===== src/rtl/bls_pkg.sv =====
`timescale 1ns / 1ps
// ----------------------------------------------------------------------------
// bls_pkg
// Types, codes and constants shared by the battery level supervisor modules.
// ----------------------------------------------------------------------------
package bls_pkg;

  // converter sample width
  localparam int ADC_BITS = 12;
  // width of the offset register
  localparam int OFFSET_BITS = 12;
  // width that holds both a sample and the offset
  localparam int LVL_W = (ADC_BITS > OFFSET_BITS) ? ADC_BITS : OFFSET_BITS;

  // divide by ten: (x * DIV10_MULT) >> DIV10_SHIFT is exact for x below 2**16
  localparam logic [15:0] DIV10_MULT  = 16'hCCCD;
  localparam int          DIV10_SHIFT = 19;
  localparam int          PROD_W      = LVL_W + 16;
  localparam int          QUOT_W      = PROD_W - DIV10_SHIFT;

  localparam logic [7:0] PERCENT_MAX = 8'd255;
  localparam logic [3:0] COUNT_MAX   = 4'd15;

  // system modes
  localparam logic [2:0] MODE_RUN      = 3'd1;
  localparam logic [2:0] MODE_LOW      = 3'd2;
  localparam logic [2:0] MODE_DISABLED = 3'd3;

  // battery bands
  localparam logic [1:0] BAND_CRITICAL = 2'd0;
  localparam logic [1:0] BAND_MEDIUM   = 2'd1;
  localparam logic [1:0] BAND_GOOD     = 2'd2;

  // configuration register indexes
  typedef enum logic [2:0] {
    CFG_CHECKING_ENABLE = 3'd0,
    CFG_ADC_OFFSET      = 3'd1,
    CFG_GOOD_LEVEL      = 3'd2,
    CFG_CRITICAL_LEVEL  = 3'd3,
    CFG_CONFIRM_COUNT   = 3'd4
  } cfg_idx_t;

  // configuration register file
  typedef struct packed {
    logic                   checking_enable;
    logic [OFFSET_BITS-1:0] adc_offset;
    logic [7:0]             good_level;
    logic [7:0]             critical_level;
    logic [3:0]             confirm_count;
  } cfg_t;

  // input transaction
  typedef struct packed {
    logic [ADC_BITS-1:0] adc_sample;
    logic                last_sample;
    logic [2:0]          system_mode;
  } in_item_t;

  // result transaction
  typedef struct packed {
    logic [7:0] battery_percent;
    logic [1:0] battery_band;
    logic [2:0] next_mode;
  } out_item_t;

  // finished burst average handed from front to back
  typedef struct packed {
    logic [ADC_BITS-1:0] average;
    logic [2:0]          mode;
  } meas_t;

  // front to back queue handshake
  typedef struct packed {
    logic  valid;
    meas_t meas;
  } meas_q_t;

endpackage


===== src/rtl/battery_level_supervisor.sv =====
`timescale 1ns / 1ps
// ----------------------------------------------------------------------------
// battery_level_supervisor
// Averages bursts of battery converter samples and confirms charge bands.
// ----------------------------------------------------------------------------
// Usage:
//   Input is a queue: an in_item transaction is taken at a clock edge with
//   push high and full low. While checking is enabled, each sample feeds a
//   running halving average and a sample with last_sample set closes the
//   burst and yields one result. Results are a queue: while empty is low the
//   oldest result is on out_item, and pop with empty low takes it.
//   Path: a closing sample's average passes the burst queue, the percentage
//   register and the result queue to out_item. Rate: one sample per cycle
//   while full is low; the front end updates the average as each sample is taken.
//   If pop stays low, the two-entry result queue and the two-entry burst queue
//   fill and full rises; samples that do not close a burst then wait too.
//   Configuration: cfg_we writes cfg_wdata to register cfg_index at once;
//   unknown indexes are ignored. Write only while the block is idle.
//   Reset (rst_n low, synchronous) restores register defaults, empties both
//   queues, clears the band counters and sets the confirmed band to good.
// ----------------------------------------------------------------------------
module battery_level_supervisor import bls_pkg::*; (
  input  logic                   clk,
  input  logic                   rst_n,
  input  logic                   push,
  output logic                   full,
  input  in_item_t               in_item,
  output logic                   empty,
  input  logic                   pop,
  output out_item_t              out_item,
  input  logic                   cfg_we,
  input  logic [2:0]             cfg_index,
  input  logic [OFFSET_BITS-1:0] cfg_wdata
);

  cfg_t    cfg_r, cfg_nxt;
  meas_q_t meas_q;
  logic    meas_pop;

  // configuration register decode
  always_comb begin
    cfg_nxt = cfg_r;
    if (cfg_we) begin
      unique case (cfg_idx_t'(cfg_index))
        CFG_CHECKING_ENABLE: cfg_nxt.checking_enable = cfg_wdata[0];
        CFG_ADC_OFFSET:      cfg_nxt.adc_offset      = cfg_wdata;
        CFG_GOOD_LEVEL:      cfg_nxt.good_level      = cfg_wdata[7:0];
        CFG_CRITICAL_LEVEL:  cfg_nxt.critical_level  = cfg_wdata[7:0];
        CFG_CONFIRM_COUNT:   cfg_nxt.confirm_count   = cfg_wdata[3:0];
        default:             cfg_nxt = cfg_r;
      endcase
    end
  end

  always_ff @(posedge clk) begin
    if (!rst_n) begin
      cfg_r.checking_enable <= 1'b1;
      cfg_r.adc_offset      <= OFFSET_BITS'(1650);
      cfg_r.good_level      <= 8'd50;
      cfg_r.critical_level  <= 8'd10;
      cfg_r.confirm_count   <= 4'd15;
    end else begin
      cfg_r <= cfg_nxt;
    end
  end

  // sample averaging front end
  bls_front u_front (
    .clk             (clk),
    .rst_n           (rst_n),
    .checking_enable (cfg_r.checking_enable),
    .push            (push),
    .full            (full),
    .in_item         (in_item),
    .meas_q          (meas_q),
    .meas_pop        (meas_pop)
  );

  // percentage and band back end
  bls_back u_back (
    .clk      (clk),
    .rst_n    (rst_n),
    .cfg      (cfg_r),
    .meas_q   (meas_q),
    .meas_pop (meas_pop),
    .empty    (empty),
    .pop      (pop),
    .out_item (out_item)
  );

endmodule


===== src/rtl/bls_front.sv =====
`timescale 1ns / 1ps
// ----------------------------------------------------------------------------
// bls_front
// Accepts samples, keeps the running halving average of a burst and queues
// the finished average of each burst for the back end.
// ----------------------------------------------------------------------------
module bls_front import bls_pkg::*; (
  input  logic     clk,
  input  logic     rst_n,
  input  logic     checking_enable,
  input  logic     push,
  output logic     full,
  input  in_item_t in_item,
  output meas_q_t  meas_q,
  input  logic     meas_pop
);

  logic [ADC_BITS-1:0] avg_r, avg_nxt;
  logic                burst_start_r, burst_start_nxt;
  logic [ADC_BITS:0]   sum;
  logic                accept;
  logic                q_push;
  meas_t               q_mem_r [2];
  logic                wr_ptr_r, rd_ptr_r;
  logic [1:0]          count_r, count_nxt;

  assign full   = (count_r == 2'd2);
  assign accept = push && !full;

  // running average update
  always_comb begin
    sum             = {1'b0, avg_r} + {1'b0, in_item.adc_sample};
    avg_nxt         = avg_r;
    burst_start_nxt = burst_start_r;
    q_push          = 1'b0;
    if (accept && checking_enable) begin
      avg_nxt         = burst_start_r ? in_item.adc_sample : sum[ADC_BITS:1];
      burst_start_nxt = in_item.last_sample;
      q_push          = in_item.last_sample;
    end
  end

  always_ff @(posedge clk) begin
    if (!rst_n) begin
      avg_r         <= '0;
      burst_start_r <= 1'b1;
    end else begin
      avg_r         <= avg_nxt;
      burst_start_r <= burst_start_nxt;
    end
  end

  // two-entry queue toward the back end
  always_comb begin
    count_nxt = count_r;
    if (q_push && !meas_pop) begin
      count_nxt = count_r + 2'd1;
    end else if (!q_push && meas_pop) begin
      count_nxt = count_r - 2'd1;
    end
  end

  always_ff @(posedge clk) begin
    if (!rst_n) begin
      wr_ptr_r <= 1'b0;
      rd_ptr_r <= 1'b0;
      count_r  <= 2'd0;
    end else begin
      count_r <= count_nxt;
      if (q_push) begin
        wr_ptr_r <= ~wr_ptr_r;
      end
      if (meas_pop) begin
        rd_ptr_r <= ~rd_ptr_r;
      end
    end
  end

  always_ff @(posedge clk) begin
    if (q_push) begin
      q_mem_r[wr_ptr_r] <= '{average: avg_nxt, mode: in_item.system_mode};
    end
  end

  assign meas_q.valid = (count_r != 2'd0);
  assign meas_q.meas  = q_mem_r[rd_ptr_r];

endmodule


===== src/rtl/bls_back.sv =====
`timescale 1ns / 1ps
// ----------------------------------------------------------------------------
// bls_back
// Turns a burst average into a percentage, sorts it into a band, confirms
// bands with per-band counters and queues the result transactions.
// ----------------------------------------------------------------------------
module bls_back import bls_pkg::*; (
  input  logic      clk,
  input  logic      rst_n,
  input  cfg_t      cfg,
  input  meas_q_t   meas_q,
  output logic      meas_pop,
  output logic      empty,
  input  logic      pop,
  output out_item_t out_item
);

  logic [LVL_W-1:0]  level;
  logic [LVL_W-1:0]  diff;
  logic [PROD_W-1:0] prod;
  logic [QUOT_W-1:0] quot;
  logic [7:0]        pct;

  logic              pct_v_r, pct_v_nxt;
  logic [7:0]        pct_r;
  logic [2:0]        mode_r;

  logic [3:0]        good_cnt_r, good_cnt_nxt;
  logic [3:0]        med_cnt_r, med_cnt_nxt;
  logic [3:0]        crit_cnt_r, crit_cnt_nxt;
  logic [1:0]        band_r, band_nxt;
  logic [3:0]        bumped;
  logic [2:0]        mode_out;

  logic              out_full;
  logic              out_push;
  out_item_t         q_mem_r [2];
  logic              wr_ptr_r, rd_ptr_r;
  logic [1:0]        count_r, count_nxt;

  assign out_full = (count_r == 2'd2);
  assign out_push = pct_v_r && !out_full;
  assign meas_pop = meas_q.valid && (!pct_v_r || out_push);

  // clamp, remove offset, divide by ten by reciprocal multiply, saturate
  always_comb begin
    level = LVL_W'(meas_q.meas.average);
    if (level < LVL_W'(cfg.adc_offset)) begin
      level = LVL_W'(cfg.adc_offset);
    end
    diff = level - LVL_W'(cfg.adc_offset);
    prod = PROD_W'(diff) * PROD_W'(DIV10_MULT);
    quot = prod[PROD_W-1:DIV10_SHIFT];
    if (quot > QUOT_W'(PERCENT_MAX)) begin
      pct = PERCENT_MAX;
    end else begin
      pct = quot[7:0];
    end
  end

  // percentage stage
  always_comb begin
    pct_v_nxt = pct_v_r;
    if (meas_pop) begin
      pct_v_nxt = 1'b1;
    end else if (out_push) begin
      pct_v_nxt = 1'b0;
    end
  end

  always_ff @(posedge clk) begin
    if (!rst_n) begin
      pct_v_r <= 1'b0;
    end else begin
      pct_v_r <= pct_v_nxt;
    end
  end

  always_ff @(posedge clk) begin
    if (meas_pop) begin
      pct_r  <= pct;
      mode_r <= meas_q.meas.mode;
    end
  end

  // band classification and confirmation counters
  always_comb begin
    good_cnt_nxt = good_cnt_r;
    med_cnt_nxt  = med_cnt_r;
    crit_cnt_nxt = crit_cnt_r;
    band_nxt     = band_r;
    mode_out     = mode_r;
    bumped       = '0;
    if (pct_r > cfg.good_level) begin
      bumped       = (good_cnt_r < COUNT_MAX) ? good_cnt_r + 4'd1 : good_cnt_r;
      good_cnt_nxt = bumped;
      if (bumped >= cfg.confirm_count) begin
        if (mode_r == MODE_LOW) begin
          mode_out = MODE_RUN;
        end
        band_nxt     = BAND_GOOD;
        good_cnt_nxt = '0;
        med_cnt_nxt  = '0;
        crit_cnt_nxt = '0;
      end
    end else if (pct_r > cfg.critical_level) begin
      bumped      = (med_cnt_r < COUNT_MAX) ? med_cnt_r + 4'd1 : med_cnt_r;
      med_cnt_nxt = bumped;
      if (bumped >= cfg.confirm_count) begin
        if (mode_r == MODE_RUN) begin
          mode_out = MODE_LOW;
        end
        band_nxt     = BAND_MEDIUM;
        good_cnt_nxt = '0;
        med_cnt_nxt  = '0;
        crit_cnt_nxt = '0;
      end
    end else begin
      bumped       = (crit_cnt_r < COUNT_MAX) ? crit_cnt_r + 4'd1 : crit_cnt_r;
      crit_cnt_nxt = bumped;
      if (bumped >= cfg.confirm_count) begin
        mode_out     = MODE_DISABLED;
        band_nxt     = BAND_CRITICAL;
        good_cnt_nxt = '0;
        med_cnt_nxt  = '0;
        crit_cnt_nxt = '0;
      end
    end
  end

  always_ff @(posedge clk) begin
    if (!rst_n) begin
      good_cnt_r <= '0;
      med_cnt_r  <= '0;
      crit_cnt_r <= '0;
      band_r     <= BAND_GOOD;
    end else if (out_push) begin
      good_cnt_r <= good_cnt_nxt;
      med_cnt_r  <= med_cnt_nxt;
      crit_cnt_r <= crit_cnt_nxt;
      band_r     <= band_nxt;
    end
  end

  // two-entry result queue
  always_comb begin
    count_nxt = count_r;
    if (out_push && !(pop && !empty)) begin
      count_nxt = count_r + 2'd1;
    end else if (!out_push && pop && !empty) begin
      count_nxt = count_r - 2'd1;
    end
  end

  always_ff @(posedge clk) begin
    if (!rst_n) begin
      wr_ptr_r <= 1'b0;
      rd_ptr_r <= 1'b0;
      count_r  <= 2'd0;
    end else begin
      count_r <= count_nxt;
      if (out_push) begin
        wr_ptr_r <= ~wr_ptr_r;
      end
      if (pop && !empty) begin
        rd_ptr_r <= ~rd_ptr_r;
      end
    end
  end

  always_ff @(posedge clk) begin
    if (out_push) begin
      q_mem_r[wr_ptr_r] <= '{battery_percent: pct_r,
                             battery_band:    band_nxt,
                             next_mode:       mode_out};
    end
  end

  assign empty    = (count_r == 2'd0);
  assign out_item = q_mem_r[rd_ptr_r];

endmodule

===== config.mk =====
export PLATFORM = sky130hd
export DESIGN_NAME = battery_level_supervisor
export DESIGN_NICKNAME = d
export VERILOG_FILES = /design/src/rtl/bls_pkg.sv /design/src/rtl/battery_level_supervisor.sv /design/src/rtl/bls_front.sv /design/src/rtl/bls_back.sv
export SDC_FILE = /design/constraint.sdc
export NUM_CORES = 1
export LEC_CHECK = 0
export BUFFER_PORTS_ARGS = -buffer_cell sky130_fd_sc_hd__buf_2
export CORE_MARGIN = 4
export CORE_UTILIZATION = 44
export CTS_CLUSTER_SIZE = 24
export DETAILED_ROUTE_END_ITERATION = 10
export PLACE_DENSITY_LB_ADDON = 0.12
export SLEW_MARGIN = 15
export SYNTH_ARGS = -nofsm -noshare
export SYNTH_HDL_FRONTEND = slang
export SYNTH_SLANG_ARGS = --single-unit

===== constraint.sdc =====
create_clock -name clk -period 9.3 [get_ports clk]
set_input_delay 1.86 -clock clk [delete_from_list [all_inputs] [get_ports clk]]
set_output_delay 1.86 -clock clk [all_outputs]
set_load 0.005 [all_outputs]

---- Yosys cells after proc, flatten, opt, wreduce, memory -nomap -nowiden ----
Memories as Yosys holds them, arrays and structs flattened. A register that Yosys moved wholly into a read port is not among the register bits.
Index checks and enable logic that the tools add are counted.
operators by class
  add/sub/neg operators ................... 9
  multiply operators ...................... 1
  equality and inequality tests ........... 10
  bitwise logic cells ..................... 4
  reductions and logical operators ........ 34
  muxes and demuxes ....................... 45
  order comparisons ....................... 10
operator list
  cell                                                            count
  2-to-1 mux 4 bit                                                15
  2-to-1 mux 12 bit                                               3
  multiplier 12 x 16 -> 28 bit (second input constant)            1
  2-to-1 mux 3 bit                                                7
  2-to-1 mux 2 bit                                                9
  greater-than comparator 8 bit                                   2
  adder 12 x 12 -> 13 bit                                         1
  adder 4 x 1 -> 4 bit (second input constant)                    3
  greater-or-equal comparator 4 bit                               3
  < comparator 12 bit                                             1
  < comparator 4 bit (second input constant)                      3
  subtractor 12 bit                                               1
  2-to-1 mux 1 bit                                                11
  logical AND 1 bit                                               10
  AND reduction 2 bit                                             5
  == test 3 x 2 -> 1 bit (second input constant)                  3
  greater-than comparator 9 x 8 -> 1 bit (second input constant)  1
  AND reduction 3 bit                                             3
  zero test 1 bit                                                 8
  nonzero test 2 bit                                              4
  == test 3 x 1 -> 1 bit (second input constant)                  2
  adder 2 x 1 -> 2 bit (second input constant)                    2
  == test 2 bit (second input constant)                           2
  inverter 1 bit                                                  4
  other kinds (8)                                                 9
storage, ports and cells
  memories ................................ 2
  word-level logic and storage cells ...... 135
  output and inout bits ................... 15
  RAM bits ................................ 56
  bits of input ports ..................... 36
  flip-flop bits (word level) ............. 80
memory list
  name             words  width  read ports  clocked after memory_dff  write ports  line             source
  u_front.q_mem_r  2      15     1           1                         1            bls_front.sv:23  meas_t q_mem_r [2];
  u_back.q_mem_r   2      13     1           1                         1            bls_back.sv:37   out_item_t q_mem_r [2];

---- Logic depth before layout (Yosys ltp) ----
  word-level depth ........................ 9
  depth in mapped cells ................... 40
  mapped depth without buffers ............ 36

---- Hierarchy ----
Synthesis repeated with hierarchy kept, for this count alone.
second synthesis, totals
  cell total of the unflattened synthesis .. 1099
  area total of the unflattened synthesis .. 10709.0 sq um
by module, submodules not included
  module                    times used  seq. area each (sq um)  cells an instance  area each (sq um)
  bls_back                  1           1511.4                  728                6750.2
  bls_front                 1           1261.2                  237                2567.5
  battery_level_supervisor  1           660.6                   134                1391.3

---- Worst setup path after synthesis ----
No wires, ideal clock.
  path kind ............................... register to register
  start point ............................. reg (tool-made name)
  end point ............................... reg u_back.pct_r[1] (data pin)
  path buffers ............................ 4
  required time ........................... 9.150 ns
  data arrival time ....................... 8.668 ns
  path slack .............................. 0.482 ns
  period minus slack after synthesis ...... 8.818 ns
  cell stages (with the launch flop) ...... 39
  setup time .............................. 0.150 ns
  cell sequence ........................... dfxtp_1 -> buf_6 -> clkbuf_1 -> mux2_2 -> ha_1 -> a2111oi_0 -> o21ai_0 -> o21ai_0 -> o21ai_2 -> a31oi_2 -> clkbuf_1 -> nor2_1 -> a21oi_1 -> inv_1 -> fa_1 -> nor2b_1 -> o21ai_1 -> a21boi_1 -> (+3 left out) -> inv_2 -> and2_1 -> fa_1 -> fa_1 -> fa_1 -> inv_1 -> fa_1 -> inv_1 -> ha_1 -> nand2_1 -> nor3_1 -> o211ai_2 -> a31oi_2 -> a31oi_1 -> xnor2_1 -> or4_4 -> buf_6 -> o211ai_2
RTL lines
  element               line            source
  end signal, assigned  bls_back.sv:81  pct_r <= pct;
  end, declared         bls_back.sv:25  logic [7:0] pct_r;

==> impl_results.rst <==
.. list-table::
   :header-rows: 1

   * - Metric
     - Value
   * - Fraction of the cycle the final worst path needs
     - 0.9407
   * - Area inside the core boundary
     - ~23000 um2
   * - CP top delay family
     - adder cells
   * - Clock slew seen by the registers of the worst setup and hold paths
     - 0.07 ns
   * - Num Clock Sinks
     - 138
   * - Slew at the pin with the worst max-slew slack
     - between 1 and 1.5 ns
   * - Vertical extent of the die
     - 160.7 um
   * - Relative slew slack
     - 0.3120
   * - Post-detailed-route wirelength per cell
     - roughly 15 um
   * - Crit path buf inv count
     - 4
   * - Outcome
     - completed
   * - Synth Area in Adders
     - 0.2541
   * - GRT met3 Usage
     - 0.03285
   * - Root buf cell
     - clkbuf_16
   * - Number of setup violations in the final report
     - 0
   * - Largest net degree at the start of global routing
     - 29
   * - Number of buffers inserted during clock tree synthesis
     - 17
   * - Final routed DRC violation total
     - 0
   * - Post-synth ARST share
     - 0
   * - Main combinational cell family by area after synthesis
     - adder cells
   * - DIE WIDTH
     - approximately 160 um
   * - Peak-usage layer in the global routing report
     - met2
   * - Placement Rows
     - 55
   * - Type of the setup path with the least slack
     - reg -> reg
   * - Number of flip-flops and latches in the synthesized netlist
     - 138
   * - Net count, final
     - 1340
   * - Final wirelength
     - between 20000 and 25000 um
   * - Boundary pin count
     - 51
   * - Complex-gate fraction of the synthesized area
     - 0.1490
   * - Area of the multi-input gates
     - 6183 um2
   * - Portion of netlist area occupied by mux cells
     - 0.03780
   * - Clock network latency to the later pin of the worst-skew pair
     - 0.43 ns
   * - Met1 layer usage reported by global route
     - 0.2537
   * - Signed area change from the synthesized netlist to the final layout
     - 11.66%
   * - Depth of the CTS H-tree
     - 4
   * - Detail-routed via count per cell
     - 5.165
   * - Element type at the critical path end
     - flip-flop
   * - Average cell area after synthesis
     - 9.572 um2
   * - Gr ovfl total
     - 0
   * - Number of filler cells placed in the layout
     - 2155
   * - Number of distinct standard cells referenced by the synthesized netlist
     - 70
   * - Seq. cell area
     - 3435 um2
   * - Fmax
     - 114.3 MHz
   * - Final hold vios
     - 0
   * - # port buffers
     - 50
   * - Count of TritonRoute iterations in the first routing pass
     - 4
   * - Number of diodes
     - 0
   * - Max clock buf depth
     - 2
   * - Smallest setup slack after layout
     - about 0.55 ns
   * - Starting density of the core
     - 0.4505
   * - Clock period minus final worst setup slack
     - 8.748 ns
   * - CP Max Fanout
     - 8
   * - Wire length of the first global-routing pass
     - 37730 um
   * - Number of vias after detailed routing
     - ~7.5k
   * - Number of enable-type register cells in the synthesized netlist
     - 67
   * - Global router's overall resource usage
     - 0.1795
   * - Part of the Yosys area used for sequential elements
     - 0.3346
   * - Non-Filler Cell Area, Final
     - between 10000 and 15000 um2
   * - Simple logic cell fraction of the synthesized area
     - 0.1335
   * - Clock Skew
     - 0.01392 ns
   * - Number of warnings issued by yosys
     - 0
   * - Remaining antenna violation count
     - 0
   * - Arrival time of data at the critical path endpoint
     - 9.02 ns
   * - Die Area
     - between 20000 and 30000 um2
   * - Via count of the first global-routing pass
     - around 7.4k
   * - Hold/Removal Path Class
     - reg -> reg
   * - Fraction of final layout cells sized beyond drive strength 1
     - 0.1339
   * - Parity-gate share of the synthesized area counting xor and xnor cells
     - 0.02561
   * - MaxCap Viol Count
     - 0
   * - Initial detailed-routing violation count
     - approximately 360
   * - Gpl congestion
     - just over 0.8
   * - CTS tree
     - done
   * - Netlist Area Pre-Place
     - 10260 um2
   * - Number of slew-limit violations in the final report
     - 0
   * - DP Wirelength
     - 17670 um
   * - Main synth FF type
     - dfxtp_1
   * - Post-DP Area
     - about 11000 um2
   * - Met2 layer usage reported by global route
     - 0.2913
   * - Initial antenna violation count
     - 0
   * - Startpoint type of the worst setup path
     - flip-flop
   * - Worst setup slack after placement
     - 0.3345 ns
   * - Gate count after technology mapping
     - between 1k and 1.5k
   * - Synth Net Count
     - between 1k and 1.5k
   * - Required time at the endpoint of the critical path
     - 9.57 ns
   * - Internal reg-to-reg setup slack
     - 0.55 ns
   * - Slowest library cell on the worst path
     - fa_1
   * - Critical path's most frequent cell
     - fa_1
   * - Delay of the slowest critical-path stage
     - 0.56 ns
## through the flow
step / TNS (ns) / std cells / hold WS [ns] / util
floorplan: 0 / 1072 / 0.4363 / -
global placement: 0 / 1416 / 0.4457 / 0.4762
detailed placement: 0 / 1416 / 0.4474 / 0.4762
CTS: 0 / 1448 / 0.4595 / 0.5016
global route: -0.03240 / 1448 / 0.4806 / 0.5030
finish: 0 / 1448 / 0.4533 / 0.5030
## per-layer routing
metal | wire, um | up-vias
li1 | - | 3865
met1 | 11110 | 3482
met2 | 10320 | 115
met3 | 771 | 17
met4 | 204 | 0
met5 | 0 | -
## repair_timing
action	in CTS	in global routing
hold buffers	0	0
setup endpoints to repair	0	8
setup buffers	0	0
gates resized for setup	0	6
## state kept, by name, summed over array words and instances (netlist names), 2 cells and up, named ones only
register	flops
u_front.q_mem_r	30
u_front.avg_r	12
u_back.count_r	2
u_back.crit_cnt_r	4
u_back.mode_r	3
u_back.pct_r	8
u_front.count_r	2
u_back.good_cnt_r	4
u_back.med_cnt_r	4
u_back.q_mem_r	26
u_back.band_r	2
cfg_r	33
## cells in the mapped netlist (9+ instances only)
cell type / number / area, um2
ha_1: 138 / 1727
nand3_1: 18 / 90.09
a21oi_1: 82 / 410.4
dfxtp_1: 71 / 1421
o211ai_1: 17 / 127.6
and2_1: 11 / 68.82
a211oi_1: 13 / 97.59
o21a_1: 10 / 75.07
nor3_1: 21 / 105.1
nor2_1: 66 / 247.7
edfxtp_1: 67 / 2012
xnor2_1: 21 / 183.9
and3_1: 11 / 68.82
nand2b_1: 12 / 75.07
fa_1: 44 / 880.8
nor2b_1: 11 / 68.82
o21ai_0: 28 / 140.1
mux2_2: 30 / 337.8
a21o_1: 15 / 112.6
xor2_1: 9 / 78.83
inv_1: 144 / 540.5
nand2_1: 94 / 352.8
nand4_1: 14 / 87.58
clkbuf_1: 22 / 82.58
## layout by cell type (no fill, tap or decap), types with 4 or more instances in the layout
cell	netlist	routed
nand4_1	14	14
xnor2_1	21	21
ha_1	138	138
a21oi_1	82	82
o22ai_1	6	6
o211ai_1	17	17
edfxtp_1	67	67
o21a_1	10	10
nor2_1	66	64
buf_2	2	50
fa_1	44	44
nand3_2	5	5
a31oi_1	8	8
o21ai_0	28	28
mux2i_1	5	5
nor2b_1	11	11
buf_4	0	8
nand2_1	94	94
nand3_1	18	18
inv_6	0	6
a21o_1	15	15
dfxtp_1	71	70
xor2_1	9	9
nor3_1	21	20
o211ai_2	4	4
mux2_2	30	30
and2_1	11	11
nand2b_1	12	12
a211oi_1	13	13
clkbuf_16	0	17
o31ai_1	6	6
o21ai_1	8	8
and3_1	11	11
inv_1	144	144
## tightest hold or removal path: cells and delay by family, from the launching register on
kind            cells  cell delay (ns)
flops               1             0.31
compound gates      1             0.05
simple gates        1             0.05
## final cells by class
| cell class | count | share of cell area |
|---|---|---|
| multi-input cells | 760 | 0.5397 |
| flip-flops and latches | 138 | 0.2998 |
| inverters | 146 | 0.04783 |
| clock buffers | 17 | 0.03713 |
| well taps | 313 | 0.03418 |
| repair buffers | 59 | 0.02807 |
| clock inverters | 15 | 0.01332 |
## cell families (layout without fill, tap and decap cells)
family,count (synthesis),after routing
XOR/XNOR,30,30
multiplexers,35,35
AND/OR/NAND/NOR,282,282
flip-flops,138,138
buffers and inverters,174,237
adder cells (fa/ha/maj),182,182
AO/OA/AOI/OAI,231,231
## final timing paths
path	end	startpoint	depth (start not counted)
hold / removal	cfg_r[28]	cfg_r[28]	2
setup reg to reg	u_back.pct_r[1]	flip-flop	34
setup / recovery	u_back.pct_r[1]	flip-flop	34
hold reg to reg	cfg_r[28]	cfg_r[28]	2
Power is left out: the tool's default activity adds up to more than one toggle a clock period on the data nets, which glitch-free logic cannot reach.
